**src/rtl/spsd_pkg.sv**
```systemverilog
`default_nettype none
package spsd_pkg;

  // default image bound; positions saturate here
  localparam int unsigned MAX_PIXELS_DEF = 262144;
  // result queue depth, holds two full bytes worth of pixels
  localparam int unsigned RESQ_DEPTH_DEF = 4;

  localparam int unsigned CFG_W    = 19;
  localparam int unsigned IDX_W    = 18;
  localparam int unsigned ADV_W    = 9;   // widest skip is 15 + 17 + 240

  localparam logic [3:0] NIB_SHORT_SKIP = 4'h0e;
  localparam logic [3:0] NIB_LONG_SKIP  = 4'h0f;
  localparam logic [ADV_W-1:0] LONG_BIAS = 9'd17;

  // configuration register indexes
  localparam logic REG_PIXEL_TOTAL  = 1'b0;
  localparam logic REG_IMAGE_PIXELS = 1'b1;
  localparam logic [CFG_W-1:0] IMAGE_PIXELS_RST = 19'd228484;

  typedef enum logic [1:0] {
    MODE_CODE  = 2'd0,
    MODE_SHORT = 2'd1,
    MODE_LONGL = 2'd2,
    MODE_LONGH = 2'd3
  } mode_t;

  typedef struct packed {
    logic [7:0] code_byte;
    logic       start_req;
  } in_t;

  typedef struct packed {
    logic [IDX_W-1:0] pixel_index;
    logic [3:0]       pixel_value;
    logic             out_of_range;
    logic             image_done;
    logic             last_of_byte;
  } out_t;

  typedef struct packed {
    logic [CFG_W-1:0] pixel_total;
    logic [CFG_W-1:0] image_pixels;
  } cfg_t;

  // decoder control state apart from the position
  typedef struct packed {
    mode_t            mode;
    logic [3:0]       skip_low;
    logic [CFG_W-1:0] pixels_done;
  } dec_ctl_t;

endpackage
`default_nettype wire

```
**src/rtl/sparse_pixel_skip_decoder.sv**
```systemverilog
// A taken byte is decoded from the input register; its pixels show on out_* via the queue.
// Throughput: one code byte per cycle while the result queue has room for two pixels.
// Output moves one pixel per cycle unless stalled; two-pixel bytes drain at half rate.
// Reset: synchronous, active low; clears decoder state, queue pointers, config to defaults.
// Queue payload is not cleared; it is never shown before being written.
`default_nettype none
module sparse_pixel_skip_decoder #(
  parameter int unsigned MAX_PIXELS = spsd_pkg::MAX_PIXELS_DEF
) (
  input  wire  logic                         clk,
  input  wire  logic                         rst_n,
  // input channel
  input  wire  logic                         in_valid,
  output logic                               in_stall,
  input  wire  spsd_pkg::in_t                in_data,
  // result channel
  output logic                               out_valid,
  input  wire  logic                         out_stall,
  output spsd_pkg::out_t                     out_data,
  // config write port
  input  wire  logic                         cfg_we,
  input  wire  logic                         cfg_addr,
  input  wire  logic [spsd_pkg::CFG_W-1:0]   cfg_wdata
);
  import spsd_pkg::*;

  // position holds 0..MAX_PIXELS inclusive (saturated value is MAX_PIXELS)
  localparam int unsigned PW = $clog2(MAX_PIXELS) + 1;

  // ---------------------------------------------------------------
  // configuration registers
  // ---------------------------------------------------------------
  cfg_t cfg_r;

  always_ff @(posedge clk) begin
    if (!rst_n) begin
      cfg_r.pixel_total  <= '0;
      cfg_r.image_pixels <= IMAGE_PIXELS_RST;
    end else if (cfg_we) begin
      unique case (cfg_addr)
        REG_PIXEL_TOTAL:  cfg_r.pixel_total  <= cfg_wdata;
        REG_IMAGE_PIXELS: cfg_r.image_pixels <= cfg_wdata;
        default: ;
      endcase
    end
  end

  // ---------------------------------------------------------------
  // input register: one code byte waiting to be decoded
  // ---------------------------------------------------------------
  logic in_vld_r;
  in_t  in_dat_r;
  logic room2;
  logic fire;      // decode the held byte this cycle
  logic in_take;   // input transaction completes

  assign fire     = in_vld_r && room2;
  assign in_stall = in_vld_r && !fire;
  assign in_take  = in_valid && !in_stall;

  always_ff @(posedge clk) begin
    if (!rst_n) begin
      in_vld_r <= 1'b0;
    end else begin
      in_vld_r <= in_take || (in_vld_r && !fire);
    end
  end

  always_ff @(posedge clk) begin
    if (in_take) begin
      in_dat_r <= in_data;
    end
  end

  // ---------------------------------------------------------------
  // decoder state; start_req clears it ahead of the byte
  // ---------------------------------------------------------------
  dec_ctl_t      ctl_r;
  logic [PW-1:0] pos_r;
  dec_ctl_t      ctl_0;
  logic [PW-1:0] pos_0;

  always_comb begin
    ctl_0 = ctl_r;
    pos_0 = pos_r;
    if (in_dat_r.start_req) begin
      ctl_0.mode        = MODE_CODE;
      ctl_0.skip_low    = '0;
      ctl_0.pixels_done = '0;
      pos_0             = '0;
    end
  end

  // low nibble, then high nibble, chained
  dec_ctl_t      ctl_1, ctl_2;
  logic [PW-1:0] pos_1, pos_2;
  logic          emit_lo, emit_hi;
  out_t          res_lo, res_hi;

  spsd_nib #(.MAX_PIXELS(MAX_PIXELS), .PW(PW)) u_nib_lo (
    .nib     (in_dat_r.code_byte[3:0]),
    .cfg     (cfg_r),
    .ctl     (ctl_0),
    .pos     (pos_0),
    .ctl_nxt (ctl_1),
    .pos_nxt (pos_1),
    .emit    (emit_lo),
    .res     (res_lo)
  );

  spsd_nib #(.MAX_PIXELS(MAX_PIXELS), .PW(PW)) u_nib_hi (
    .nib     (in_dat_r.code_byte[7:4]),
    .cfg     (cfg_r),
    .ctl     (ctl_1),
    .pos     (pos_1),
    .ctl_nxt (ctl_2),
    .pos_nxt (pos_2),
    .emit    (emit_hi),
    .res     (res_hi)
  );

  always_ff @(posedge clk) begin
    if (!rst_n) begin
      ctl_r.mode        <= MODE_CODE;
      ctl_r.skip_low    <= '0;
      ctl_r.pixels_done <= '0;
      pos_r             <= '0;
    end else if (fire) begin
      ctl_r <= ctl_2;
      pos_r <= pos_2;
    end
  end

  // ---------------------------------------------------------------
  // pack emitted pixels in order and mark the byte's last one
  // ---------------------------------------------------------------
  logic [1:0] push_cnt;
  out_t       push_d0, push_d1;

  always_comb begin
    push_cnt = 2'd0;
    push_d0  = res_hi;
    push_d1  = res_hi;
    if (fire) begin
      push_cnt = {1'b0, emit_lo} + {1'b0, emit_hi};
    end
    if (emit_lo) begin
      push_d0 = res_lo;
    end
    // single pixel: it is the last; two pixels: the second is
    push_d0.last_of_byte = !(emit_lo && emit_hi);
    push_d1.last_of_byte = 1'b1;
  end

  spsd_resq #(.DEPTH(RESQ_DEPTH_DEF)) u_resq (
    .clk       (clk),
    .rst_n     (rst_n),
    .push_cnt  (push_cnt),
    .push_d0   (push_d0),
    .push_d1   (push_d1),
    .room2     (room2),
    .out_valid (out_valid),
    .out_stall (out_stall),
    .out_data  (out_data)
  );

  a_pos_sat: assert property (@(posedge clk) disable iff (!rst_n)
    pos_r <= PW'(MAX_PIXELS))
    else $error("position beyond saturation point");

  a_skip_no_pixel: assert property (@(posedge clk) disable iff (!rst_n)
    (fire && ctl_0.mode != MODE_CODE) |-> !emit_lo)
    else $error("pixel emitted while a skip operand was expected");

endmodule
`default_nettype wire

```
**src/rtl/spsd_nib.sv**
```systemverilog
`default_nettype none
// One nibble decode step: skip/code handling, position advance, pixel result.
module spsd_nib #(
  parameter int unsigned MAX_PIXELS = spsd_pkg::MAX_PIXELS_DEF,
  parameter int unsigned PW         = $clog2(MAX_PIXELS) + 1
) (
  input  wire  logic [3:0]          nib,
  input  wire  spsd_pkg::cfg_t      cfg,
  input  wire  spsd_pkg::dec_ctl_t  ctl,
  input  wire  logic [PW-1:0]       pos,
  output spsd_pkg::dec_ctl_t        ctl_nxt,
  output logic [PW-1:0]             pos_nxt,
  output logic                      emit,
  output spsd_pkg::out_t            res
);
  import spsd_pkg::*;

  localparam int unsigned SW = ((PW > ADV_W) ? PW : ADV_W) + 1;
  localparam int unsigned CW = (PW > CFG_W) ? PW : CFG_W;
  localparam int unsigned IW = (PW > IDX_W) ? PW : IDX_W;
  localparam logic [SW-1:0] MAX_S = SW'(MAX_PIXELS);
  localparam logic [PW-1:0] MAX_P = PW'(MAX_PIXELS);

  logic             active;
  logic             adv;
  logic [ADV_W-1:0] amount;
  logic [SW-1:0]    pos_sum;
  logic [PW-1:0]    idx;
  logic [IW-1:0]    idx_w;
  mode_t            mode_nxt;
  logic [3:0]       skip_nxt;

  assign active = ctl.pixels_done < cfg.pixel_total;

  // next mode
  always_comb begin
    mode_nxt = ctl.mode;
    if (active) begin
      unique case (ctl.mode)
        MODE_CODE: begin
          if (nib == NIB_SHORT_SKIP) begin
            mode_nxt = MODE_SHORT;
          end else if (nib == NIB_LONG_SKIP) begin
            mode_nxt = MODE_LONGL;
          end
        end
        MODE_SHORT: mode_nxt = MODE_CODE;
        MODE_LONGL: mode_nxt = MODE_LONGH;
        MODE_LONGH: mode_nxt = MODE_CODE;
        default:    mode_nxt = MODE_CODE;
      endcase
    end
  end

  // outputs of the step
  always_comb begin
    emit     = 1'b0;
    adv      = 1'b0;
    amount   = '0;
    skip_nxt = ctl.skip_low;
    if (active) begin
      unique case (ctl.mode)
        MODE_CODE: begin
          if (nib != NIB_SHORT_SKIP && nib != NIB_LONG_SKIP) begin
            emit   = 1'b1;
            adv    = 1'b1;
            amount = ADV_W'(1);
          end
        end
        MODE_SHORT: begin
          adv    = 1'b1;
          amount = ADV_W'(nib) + ADV_W'(1);
        end
        MODE_LONGL: skip_nxt = nib;
        MODE_LONGH: begin
          adv    = 1'b1;
          amount = ADV_W'(ctl.skip_low) + LONG_BIAS + {1'b0, nib, 4'b0000};
        end
        default: ;
      endcase
    end
  end

  assign ctl_nxt = {mode_nxt, skip_nxt, ctl.pixels_done + CFG_W'(emit)};

  // saturating advance
  assign pos_sum = SW'(pos) + SW'(amount);
  always_comb begin
    pos_nxt = pos;
    if (adv) begin
      pos_nxt = (pos_sum >= MAX_S) ? MAX_P : pos_sum[PW-1:0];
    end
  end

  assign idx   = (pos >= MAX_P) ? (MAX_P - PW'(1)) : pos;
  assign idx_w = IW'(idx);

  assign res.pixel_index  = idx_w[IDX_W-1:0];
  assign res.pixel_value  = nib + 4'd1;
  assign res.out_of_range = CW'(pos) >= CW'(cfg.image_pixels);
  assign res.image_done   = (ctl.pixels_done + CFG_W'(1)) == cfg.pixel_total;
  assign res.last_of_byte = 1'b0;

endmodule
`default_nettype wire

```
**src/rtl/spsd_resq.sv**
```systemverilog
`default_nettype none
// Result queue: takes up to two pixels a cycle, gives one per transaction.
module spsd_resq #(
  parameter int unsigned DEPTH = spsd_pkg::RESQ_DEPTH_DEF
) (
  input  wire  logic            clk,
  input  wire  logic            rst_n,
  input  wire  logic [1:0]      push_cnt,
  input  wire  spsd_pkg::out_t  push_d0,
  input  wire  spsd_pkg::out_t  push_d1,
  output logic                  room2,
  output logic                  out_valid,
  input  wire  logic            out_stall,
  output spsd_pkg::out_t        out_data
);
  import spsd_pkg::*;

  localparam int unsigned AW = (DEPTH > 1) ? $clog2(DEPTH) : 1;
  localparam int unsigned CNW = $clog2(DEPTH + 1);
  localparam logic [AW-1:0] LAST = AW'(DEPTH - 1);

  out_t           mem_r [DEPTH];
  logic [AW-1:0]  head_r, head_nxt;
  logic [AW-1:0]  tail_r, tail_nxt;
  logic [AW-1:0]  tail1;
  logic [CNW-1:0] cnt_r, cnt_nxt;
  logic           pop;

  function automatic logic [AW-1:0] wrap_inc(input logic [AW-1:0] p);
    return (p == LAST) ? '0 : p + AW'(1);
  endfunction

  assign tail1     = wrap_inc(tail_r);
  assign out_valid = cnt_r != '0;
  assign out_data  = mem_r[head_r];
  assign pop       = out_valid && !out_stall;
  assign room2     = cnt_r <= CNW'(DEPTH - 2);

  always_comb begin
    head_nxt = pop ? wrap_inc(head_r) : head_r;
    tail_nxt = tail_r;
    if (push_cnt == 2'd1) begin
      tail_nxt = tail1;
    end else if (push_cnt == 2'd2) begin
      tail_nxt = wrap_inc(tail1);
    end
    cnt_nxt = cnt_r + CNW'(push_cnt) - CNW'(pop);
  end

  always_ff @(posedge clk) begin
    if (!rst_n) begin
      head_r <= '0;
      tail_r <= '0;
      cnt_r  <= '0;
    end else begin
      head_r <= head_nxt;
      tail_r <= tail_nxt;
      cnt_r  <= cnt_nxt;
    end
  end

  always_ff @(posedge clk) begin
    if (push_cnt != 2'd0) begin
      mem_r[tail_r] <= push_d0;
    end
    if (push_cnt == 2'd2) begin
      mem_r[tail1] <= push_d1;
    end
  end

  a_cnt_bound: assert property (@(posedge clk) disable iff (!rst_n)
    cnt_r <= CNW'(DEPTH))
    else $error("result queue count beyond depth");

  a_no_overrun: assert property (@(posedge clk) disable iff (!rst_n)
    (push_cnt != 2'd0) |-> (cnt_r + CNW'(push_cnt) <= CNW'(DEPTH)))
    else $error("result queue written past its depth");

endmodule
`default_nettype wire
```
**config.mk**
```make
export PLATFORM = sky130hd
export DESIGN_NAME = sparse_pixel_skip_decoder
export DESIGN_NICKNAME = d
export VERILOG_FILES = /design/src/rtl/spsd_pkg.sv /design/src/rtl/sparse_pixel_skip_decoder.sv /design/src/rtl/spsd_nib.sv /design/src/rtl/spsd_resq.sv
export SDC_FILE = /design/constraint.sdc
export NUM_CORES = 1
export LEC_CHECK = 0
export ABC_CLOCK_PERIOD_IN_PS = 8540
export BUFFER_PORTS_ARGS = -buffer_cell sky130_fd_sc_hd__buf_2
export CAP_MARGIN = 20
export CORE_MARGIN = 5
export CORE_UTILIZATION = 45
export CTS_BUF_LIST = sky130_fd_sc_hd__clkbuf_8
export CTS_CLUSTER_DIAMETER = 60
export DETAILED_ROUTE_END_ITERATION = 8
export PLACE_DENSITY_LB_ADDON = 0.15
export SETUP_SLACK_MARGIN = 0.3
export SYNTH_ARGS = -nofsm -noshare
export SYNTH_HDL_FRONTEND = slang
export SYNTH_SLANG_ARGS = --single-unit
```
**constraint.sdc**
```tcl
create_clock -name clk -period 8.54 [get_ports clk]
set_input_delay 0.854 -clock clk [delete_from_list [all_inputs] [get_ports clk]]
set_output_delay 0.854 -clock clk [all_outputs]
set_load 0.05 [all_outputs]
```
==> flow_summary.json, run 1 <==
{
  "synth.largest_area_cell": "edfxtp_1",
  "synth-main-ff-cell": "edfxtp_1",
  "maxCapViolations": 0,
  "wl_met2_mm": 22.50,
  "syn-cell-area_um2": 15180,
  "seq_power_share_pct": 35.8,
  "fmax_mhz": 127.4,
  "wl_mm": 45.88,
  "rows": 67,
  "ys_types": 93,
  "ir_worst_vdd_mv": 0.1718,
  "area_growth_syn_to_layout_pct": 11.62,
  "fp.dieW_um": 193.7,
  "ant_nets": 0,
  "synthTopCellsByCount": "nand2_1 (240), nor2_1 (137), a21oi_1 (124), ha_1 (124), edfxtp_1 (105)",
  "drv_slew": 0,
  "grt_max_degree": 63,
  "rsz0062_at_grt": "yes",
  "num_antenna_cells": 0,
  "seq_area_frac_synth_pct": 33.43,
  "cellLeakagePower_nw": 6.446,
  "finalSetupViolCount": 0,
  "syn_inst": 1732,
  "cp_slowest_stage_delay_ns": 0.63,
  "dieArea_um2": 37510,
  "yosys.cell_count.top_type": "nand2_1",
  "synth_edf_count": 105,
  "gp_congestion": 0.9695,
  "ctsLongestPathBuffers": 3,
  "via_count": 13150,
  "clock_skew_ns": 0.03399,
  "power.internal_w": 0.002049,
  "grt-ovfl-total": 0,
  "timing.final.crit_share_pct": 91.90,
  "drtIter0Drc": 876,
  "grt_use_total_pct": 23.76,
  "wl_per_cell_um": 20.27,
  "required_ns": 9.03,
  "cp-start-kind": "flop",
  "power_frac_comb_pct": 38.1,
  "dp_slack_ns": -0.1317,
  "crit_buf_inv": 2,
  "synthTopCellsByArea": "edfxtp_1 (21%), dfxtp_1 (13%), ha_1 (10%)",
  "syn_area_per_cell_um2": 8.765,
  "wl_met1_mm": 19.15,
  "vias_per_cell": 5.806,
  "io_pins": 61,
  "slew_headroom_pct": 30.49,
  "cp.arrival_ns": 8.34,
  "grt_pass1_vias": 12930,
  "clkLatencyLatePin_ns": 0.59,
  "worstMarginPinSlew_ns": 1.033,
  "numCtsBuffers": 38,
  "root_buffer": "clkbuf_8",
  "clk_pin_slew_ns": 0.06,
  "finalHoldViolCount": 0,
  "port_buffers": 60,
  "ys_seq_elements": 201,
  "clkSinkCount": 201,
  "setup_slack_ns": 0.6918,
  "critPathSlowestCell": "or4_4",
  "fill_cells": 3220,
  "crit_family": "simple AND/OR/NAND/NOR gates",
  "cts_tree": "built",
  "period_minus_slack_ns": 7.848,
  "outcome": "completed",
  "power.density_nw_per_um2": 202.6,
  "worstHoldPathType": "flop to flop",
  "coreArea_um2": 33450,
  "cp_max_fo": 30,
  "drive_above_1_share_pct": 14.43,
  "first_pass_iters": 5,
  "antenna_found_initial": 0,
  "wl_met3_mm": 2.694,
  "fp.dieH_um": 193.7,
  "async_flop_share_pct": 0,
  "grt_pass1_wl_mm": 71.30,
  "path_class": "flop to flop",
  "p_sw_w": 0.001384,
  "initial_utilization_pct": 45.39,
  "top_layer": "met4",
  "yosysTopAreaCellShare_pct": 20.77,
  "place_hpwl_mm": 35.06,
  "synth_fp_nets": 1895,
  "synth_warnings": 0,
  "layout.nets": 1955,
  "htree_levels": 2,
  "cp-end-kind": "flop",
  "route.detailed.drc": 0,
  "clkPwrFrac_pct": 26.1,
  "switching_share_pct": 40.33,
  "finalPower_w": 0.003433
}
-- state kept, by name (all words and copies together), names as in the netlist, named ones only --
register,flops
u_resq.cnt_r,3
in_dat_r,9
u_resq.mem_r,100
in_vld_r,1
ctl_r,25
u_resq.head_r,2
pos_r,19
u_resq.tail_r,2
cfg_r,38
-- path summary, 6_finish.rpt --
path,from,cells past startpoint,endpoint,slack [ns]
worst max-delay path,in_dat_r[0],31,pos_r[2],0.69
worst max register to register,in_dat_r[0],31,pos_r[2],0.69
worst min-delay path,pos_r[16],2,pos_r[16],0.44
worst min register to register,pos_r[16],2,pos_r[16],0.44
-- what timing repair did --
item,4_1_cts,5_1_grt
setup buffers,2,4
cloned,0,0
pin swaps,1,4
hold buffers,0,0
endpoints found under the setup margin,167,216
gates resized for setup,6,26
-- tightest hold or removal path, cell delays in order, from the launching register on --
cell	delay, ns
dfxtp_1	0.30
nand2_1	0.05
o21ai_1	0.05
-- layout make-up --
type / count / area (µm²) / area share [%]
multi-input cells: 1374 / 9664 / 57.03
clock inverters: 23 / 127.6 / 0.7532
inverters: 69 / 259.0 / 1.528
flip-flops and latches: 201 / 5076 / 29.96
well taps: 448 / 560.5 / 3.308
clock buffers: 41 / 564.3 / 3.330
repair buffers: 108 / 693.2 / 4.091
-- logic make-up after synthesis --
logic type,count (synthesis),share of synthesized area [%]
multiplexers,45,5.110
adder cells (fa/ha/maj),130,10.95
AO/OA/AOI/OAI,397,16.48
XOR/XNOR,137,8.028
AND/OR/NAND/NOR,665,21.85
flip-flops,201,33.43
buffers and inverters,157,4.154
-- cells in the final DEF, fill, tap and decap left out, types with 21 or more instances in the layout --
| cell | instances |
|---|---|
| nand3_1 | 51 |
| a21oi_1 | 116 |
| clkbuf_8 | 41 |
| nand2_1 | 232 |
| inv_1 | 80 |
| nor2_1 | 132 |
| xor2_1 | 42 |
| nor2b_1 | 50 |
| o22ai_1 | 95 |
| nand4_1 | 25 |
| nor3_1 | 34 |
| nand2b_1 | 21 |
| buf_2 | 60 |
| buf_4 | 45 |
| o21ai_0 | 44 |
| xnor2_1 | 94 |
| mux4_2 | 25 |
| dfxtp_1 | 95 |
| edfxtp_1 | 105 |
| ha_1 | 123 |
-- routing by layer --
layer,vias to the layer above,GRT usage [%]
met2,400,41.38
met5,-,0
met3,95,4.240
met1,6260,29.44
li1,6390,-
met4,0,8.996
-- power by group through the flow --
stage	clock network, W	logic, W	registers [W]
global placement	0	0.00128	0.00125
finish	0.000897	0.00131	0.00123
detailed placement	0	0.00129	0.00125
CTS	0.000925	0.00130	0.00123
floorplan	0	0.000983	0.00119
global route	0.000969	0.00142	0.00124
-- through the flow --
stage	hold slack, ns	util (%)	instances	TNS, ns	instance area, µm²
final	0.4400	50.66	2264	0	16950
after global routing	0.4257	50.66	2264	0	16950
after CTS	0.3928	50.24	2260	0	16800
after detailed placement	0.4342	48.06	2194	-1.247	16080
after global placement	0.4321	48.06	2194	0	16080
after floorplan	0.4208	-	1732	0	15290
No activity file was read; power rests on OpenSTA's default activity.
==> inputs of run 2 (changes only) <==
--- a/config.mk
+++ b/config.mk
@@ -5,7 +5,7 @@
 export SDC_FILE = /design/constraint.sdc
 export NUM_CORES = 1
 export LEC_CHECK = 0
-export ABC_CLOCK_PERIOD_IN_PS = 8540
+export ABC_CLOCK_PERIOD_IN_PS = 8500
 export BUFFER_PORTS_ARGS = -buffer_cell sky130_fd_sc_hd__buf_2
 export CAP_MARGIN = 20
 export CORE_MARGIN = 5
==> constraint.sdc (replaced) <==
create_clock -name clk -period 8.5 [get_ports clk]
set_input_delay 0.85 -clock clk [delete_from_list [all_inputs] [get_ports clk]]
set_output_delay 0.85 -clock clk [all_outputs]
set_load 0.05 [all_outputs]
==> run 2 against run 1 <==
Cell count about the same; flip-flop and latch count stayed put; cell area shrank 0.16%; critical path type unchanged; largest power group unchanged.
==> flow_summary.json, run 2 (synthesis gave the netlist of run 1 again) <==
{
  "power.internal_w": 0.002036,
  "critPathSlowestCell": "or3_1",
  "wl_met3_mm": 2.434,
  "num_antenna_cells": 0,
  "slew_headroom_pct": 32.68,
  "top_layer": "met4",
  "drive_above_1_share_pct": 14.14,
  "cp-end-kind": "flop",
  "worstHoldPathType": "flop to flop",
  "timing.final.crit_share_pct": 92.69,
  "path_class": "flop to flop",
  "rsz0062_at_grt": "no",
  "cp-start-kind": "flop",
  "maxCapViolations": 0,
  "regMostFlops": "u_resq.mem_r",
  "cpMostUsedCell": "ha_1",
  "final_common_cell": "nand2_1",
  "cp.arrival_ns": 8.35,
  "grt_max_degree": 63,
  "root_buffer": "clkbuf_8",
  "period_minus_slack_ns": 7.879,
  "clk_pin_slew_ns": 0.06,
  "worstMarginPinSlew_ns": 1.001,
  "finalHoldViolCount": 0,
  "hold_slack_ns": 0.4469,
  "layout_common_cells": "nand2_1 (235), nor2_1 (136), ha_1 (122), a21oi_1 (114), edfxtp_1 (105)",
  "numCtsBuffers": 39,
  "wl_met2_mm": 22.57,
  "gp_congestion": 0.9883,
  "cp_slowest_stage_delay_ns": 0.41,
  "io_pins": 61,
  "fp.dieW_um": 193.7,
  "antenna_found_initial": 0,
  "layout.nets": 1951,
  "htree_levels": 2,
  "rows": 67,
  "first_pass_iters": 5,
  "clock_skew_ns": 0.02861,
  "drv_slew": 0,
  "initial_utilization_pct": 45.39,
  "clkSinkCount": 201,
  "dp.cells": 2192,
  "vias_per_cell": 5.880,
  "power_frac_comb_pct": 38.3,
  "power.density_nw_per_um2": 203.6,
  "outcome": "completed",
  "wl_mm": 46.94,
  "p_sw_w": 0.001407,
  "ant_nets": 0,
  "seq_power_share_pct": 35.8,
  "drtIter0Drc": 1007,
  "ctsLongestPathBuffers": 3,
  "clkLatencyLatePin_ns": 0.57,
  "postCtsHoldBufs": 0,
  "fp.dieH_um": 193.7,
  "r2r_slack_ns": 0.62,
  "largestRegisters": "u_resq.mem_r: 100 flops, cfg_r: 38 flops, ctl_r: 25 flops",
  "port_buffers": 60,
  "wl_met1_mm": 19.93,
  "cellLeakagePower_nw": 6.441,
  "area_growth_syn_to_layout_pct": 11.44,
  "largest_reg_flops": 100,
  "fmax_mhz": 126.9,
  "grt_use_total_pct": 24.11,
  "grt-ovfl-total": 0,
  "finalSetupViolCount": 0,
  "grt_pass1_vias": 13190,
  "required_ns": 8.97,
  "place_hpwl_mm": 34.82,
  "route.detailed.drc": 0,
  "via_count": 13320,
  "coreArea_um2": 33450,
  "cp_max_fo": 32,
  "finalPower_w": 0.003444,
  "grt_pass1_wl_mm": 72.74,
  "clkPwrFrac_pct": 25.9,
  "dieArea_um2": 37510,
  "instances_no_fill": 2265,
  "switching_share_pct": 40.87,
  "cts_tree": "built",
  "wl_per_cell_um": 20.72,
  "tns_ns": 0,
  "ir_worst_vdd_mv": 0.1462
}
## run 2: cell count changes in the layout (fill, tap and decap cells not counted), sizes merged
cell      change
bufbuf        +1
clkbuf        +1
buf           -6
clkinvlp      +1
clkinv        +6
inv           -1
bufinv        -1
## run 2: final timing paths
path,cells after the start,end,start
worst max register to register,34,pos_r[2],in_dat_r[0]
worst max-delay path,34,pos_r[2],in_dat_r[0]
worst min register to register,2,pos_r[16],pos_r[16]
worst min-delay path,2,pos_r[16],pos_r[16]
## run 2: through the flow
step	cell area, µm²	util, %	setup slack (ns)
after floorplan	15310	-	0.3053
after global placement	16080	48.06	0.3723
after detailed placement	16080	48.06	0.1587
after CTS	16850	50.38	0.4212
after global routing	16920	50.58	0.3069
final	16920	50.58	0.6210
## run 2: final cells by class
type	instances	area [µm²]
clock buffers	42	578.1
flip-flops and latches	201	5076
clock inverters	28	123.9
fillers	3213	16530
multi-input cells	1374	9647
well taps	448	560.5
repair buffers	103	673.1
inverters	69	259.0
## run 2: power by group through the flow
stage	Combinational, W	Sequential, W	Clock (W)
5_1_grt	0.00142	0.00125	0.000957
3_3_place_gp	0.00129	0.00125	0
2_1_floorplan	0.000990	0.00120	0
3_5_place_dp	0.00130	0.00126	0
4_1_cts	0.00131	0.00124	0.000911
6_report	0.00132	0.00123	0.000891
## run 2: layer usage
metal / GRT usage [%] / vias up
met3: 3.319 / 113
met1: 30.70 / 6352
li1: - / 6399
met2: 40.93 / 454
met5: 0 / -
met4: 10.78 / 0
## run 2: timing repair
item / 4_1_cts / 5_1_grt
buffers inserted: 2 / 0
pin swaps: 1 / 1
endpoints found under the setup margin: 13 / 193
cloned: 1 / 0
resized for setup: 4 / 16
## run 2: worst max-delay path: cells and delay by family, from the launching register on
family | cells | cell delay [ns]
AO/OA/AOI/OAI | 13 | 2.78
adder cells (fa/ha/maj) | 5 | 1.36
buffers and inverters | 4 | 0.67
flip-flops | 1 | 0.39
AND/OR/NAND/NOR | 12 | 2.57
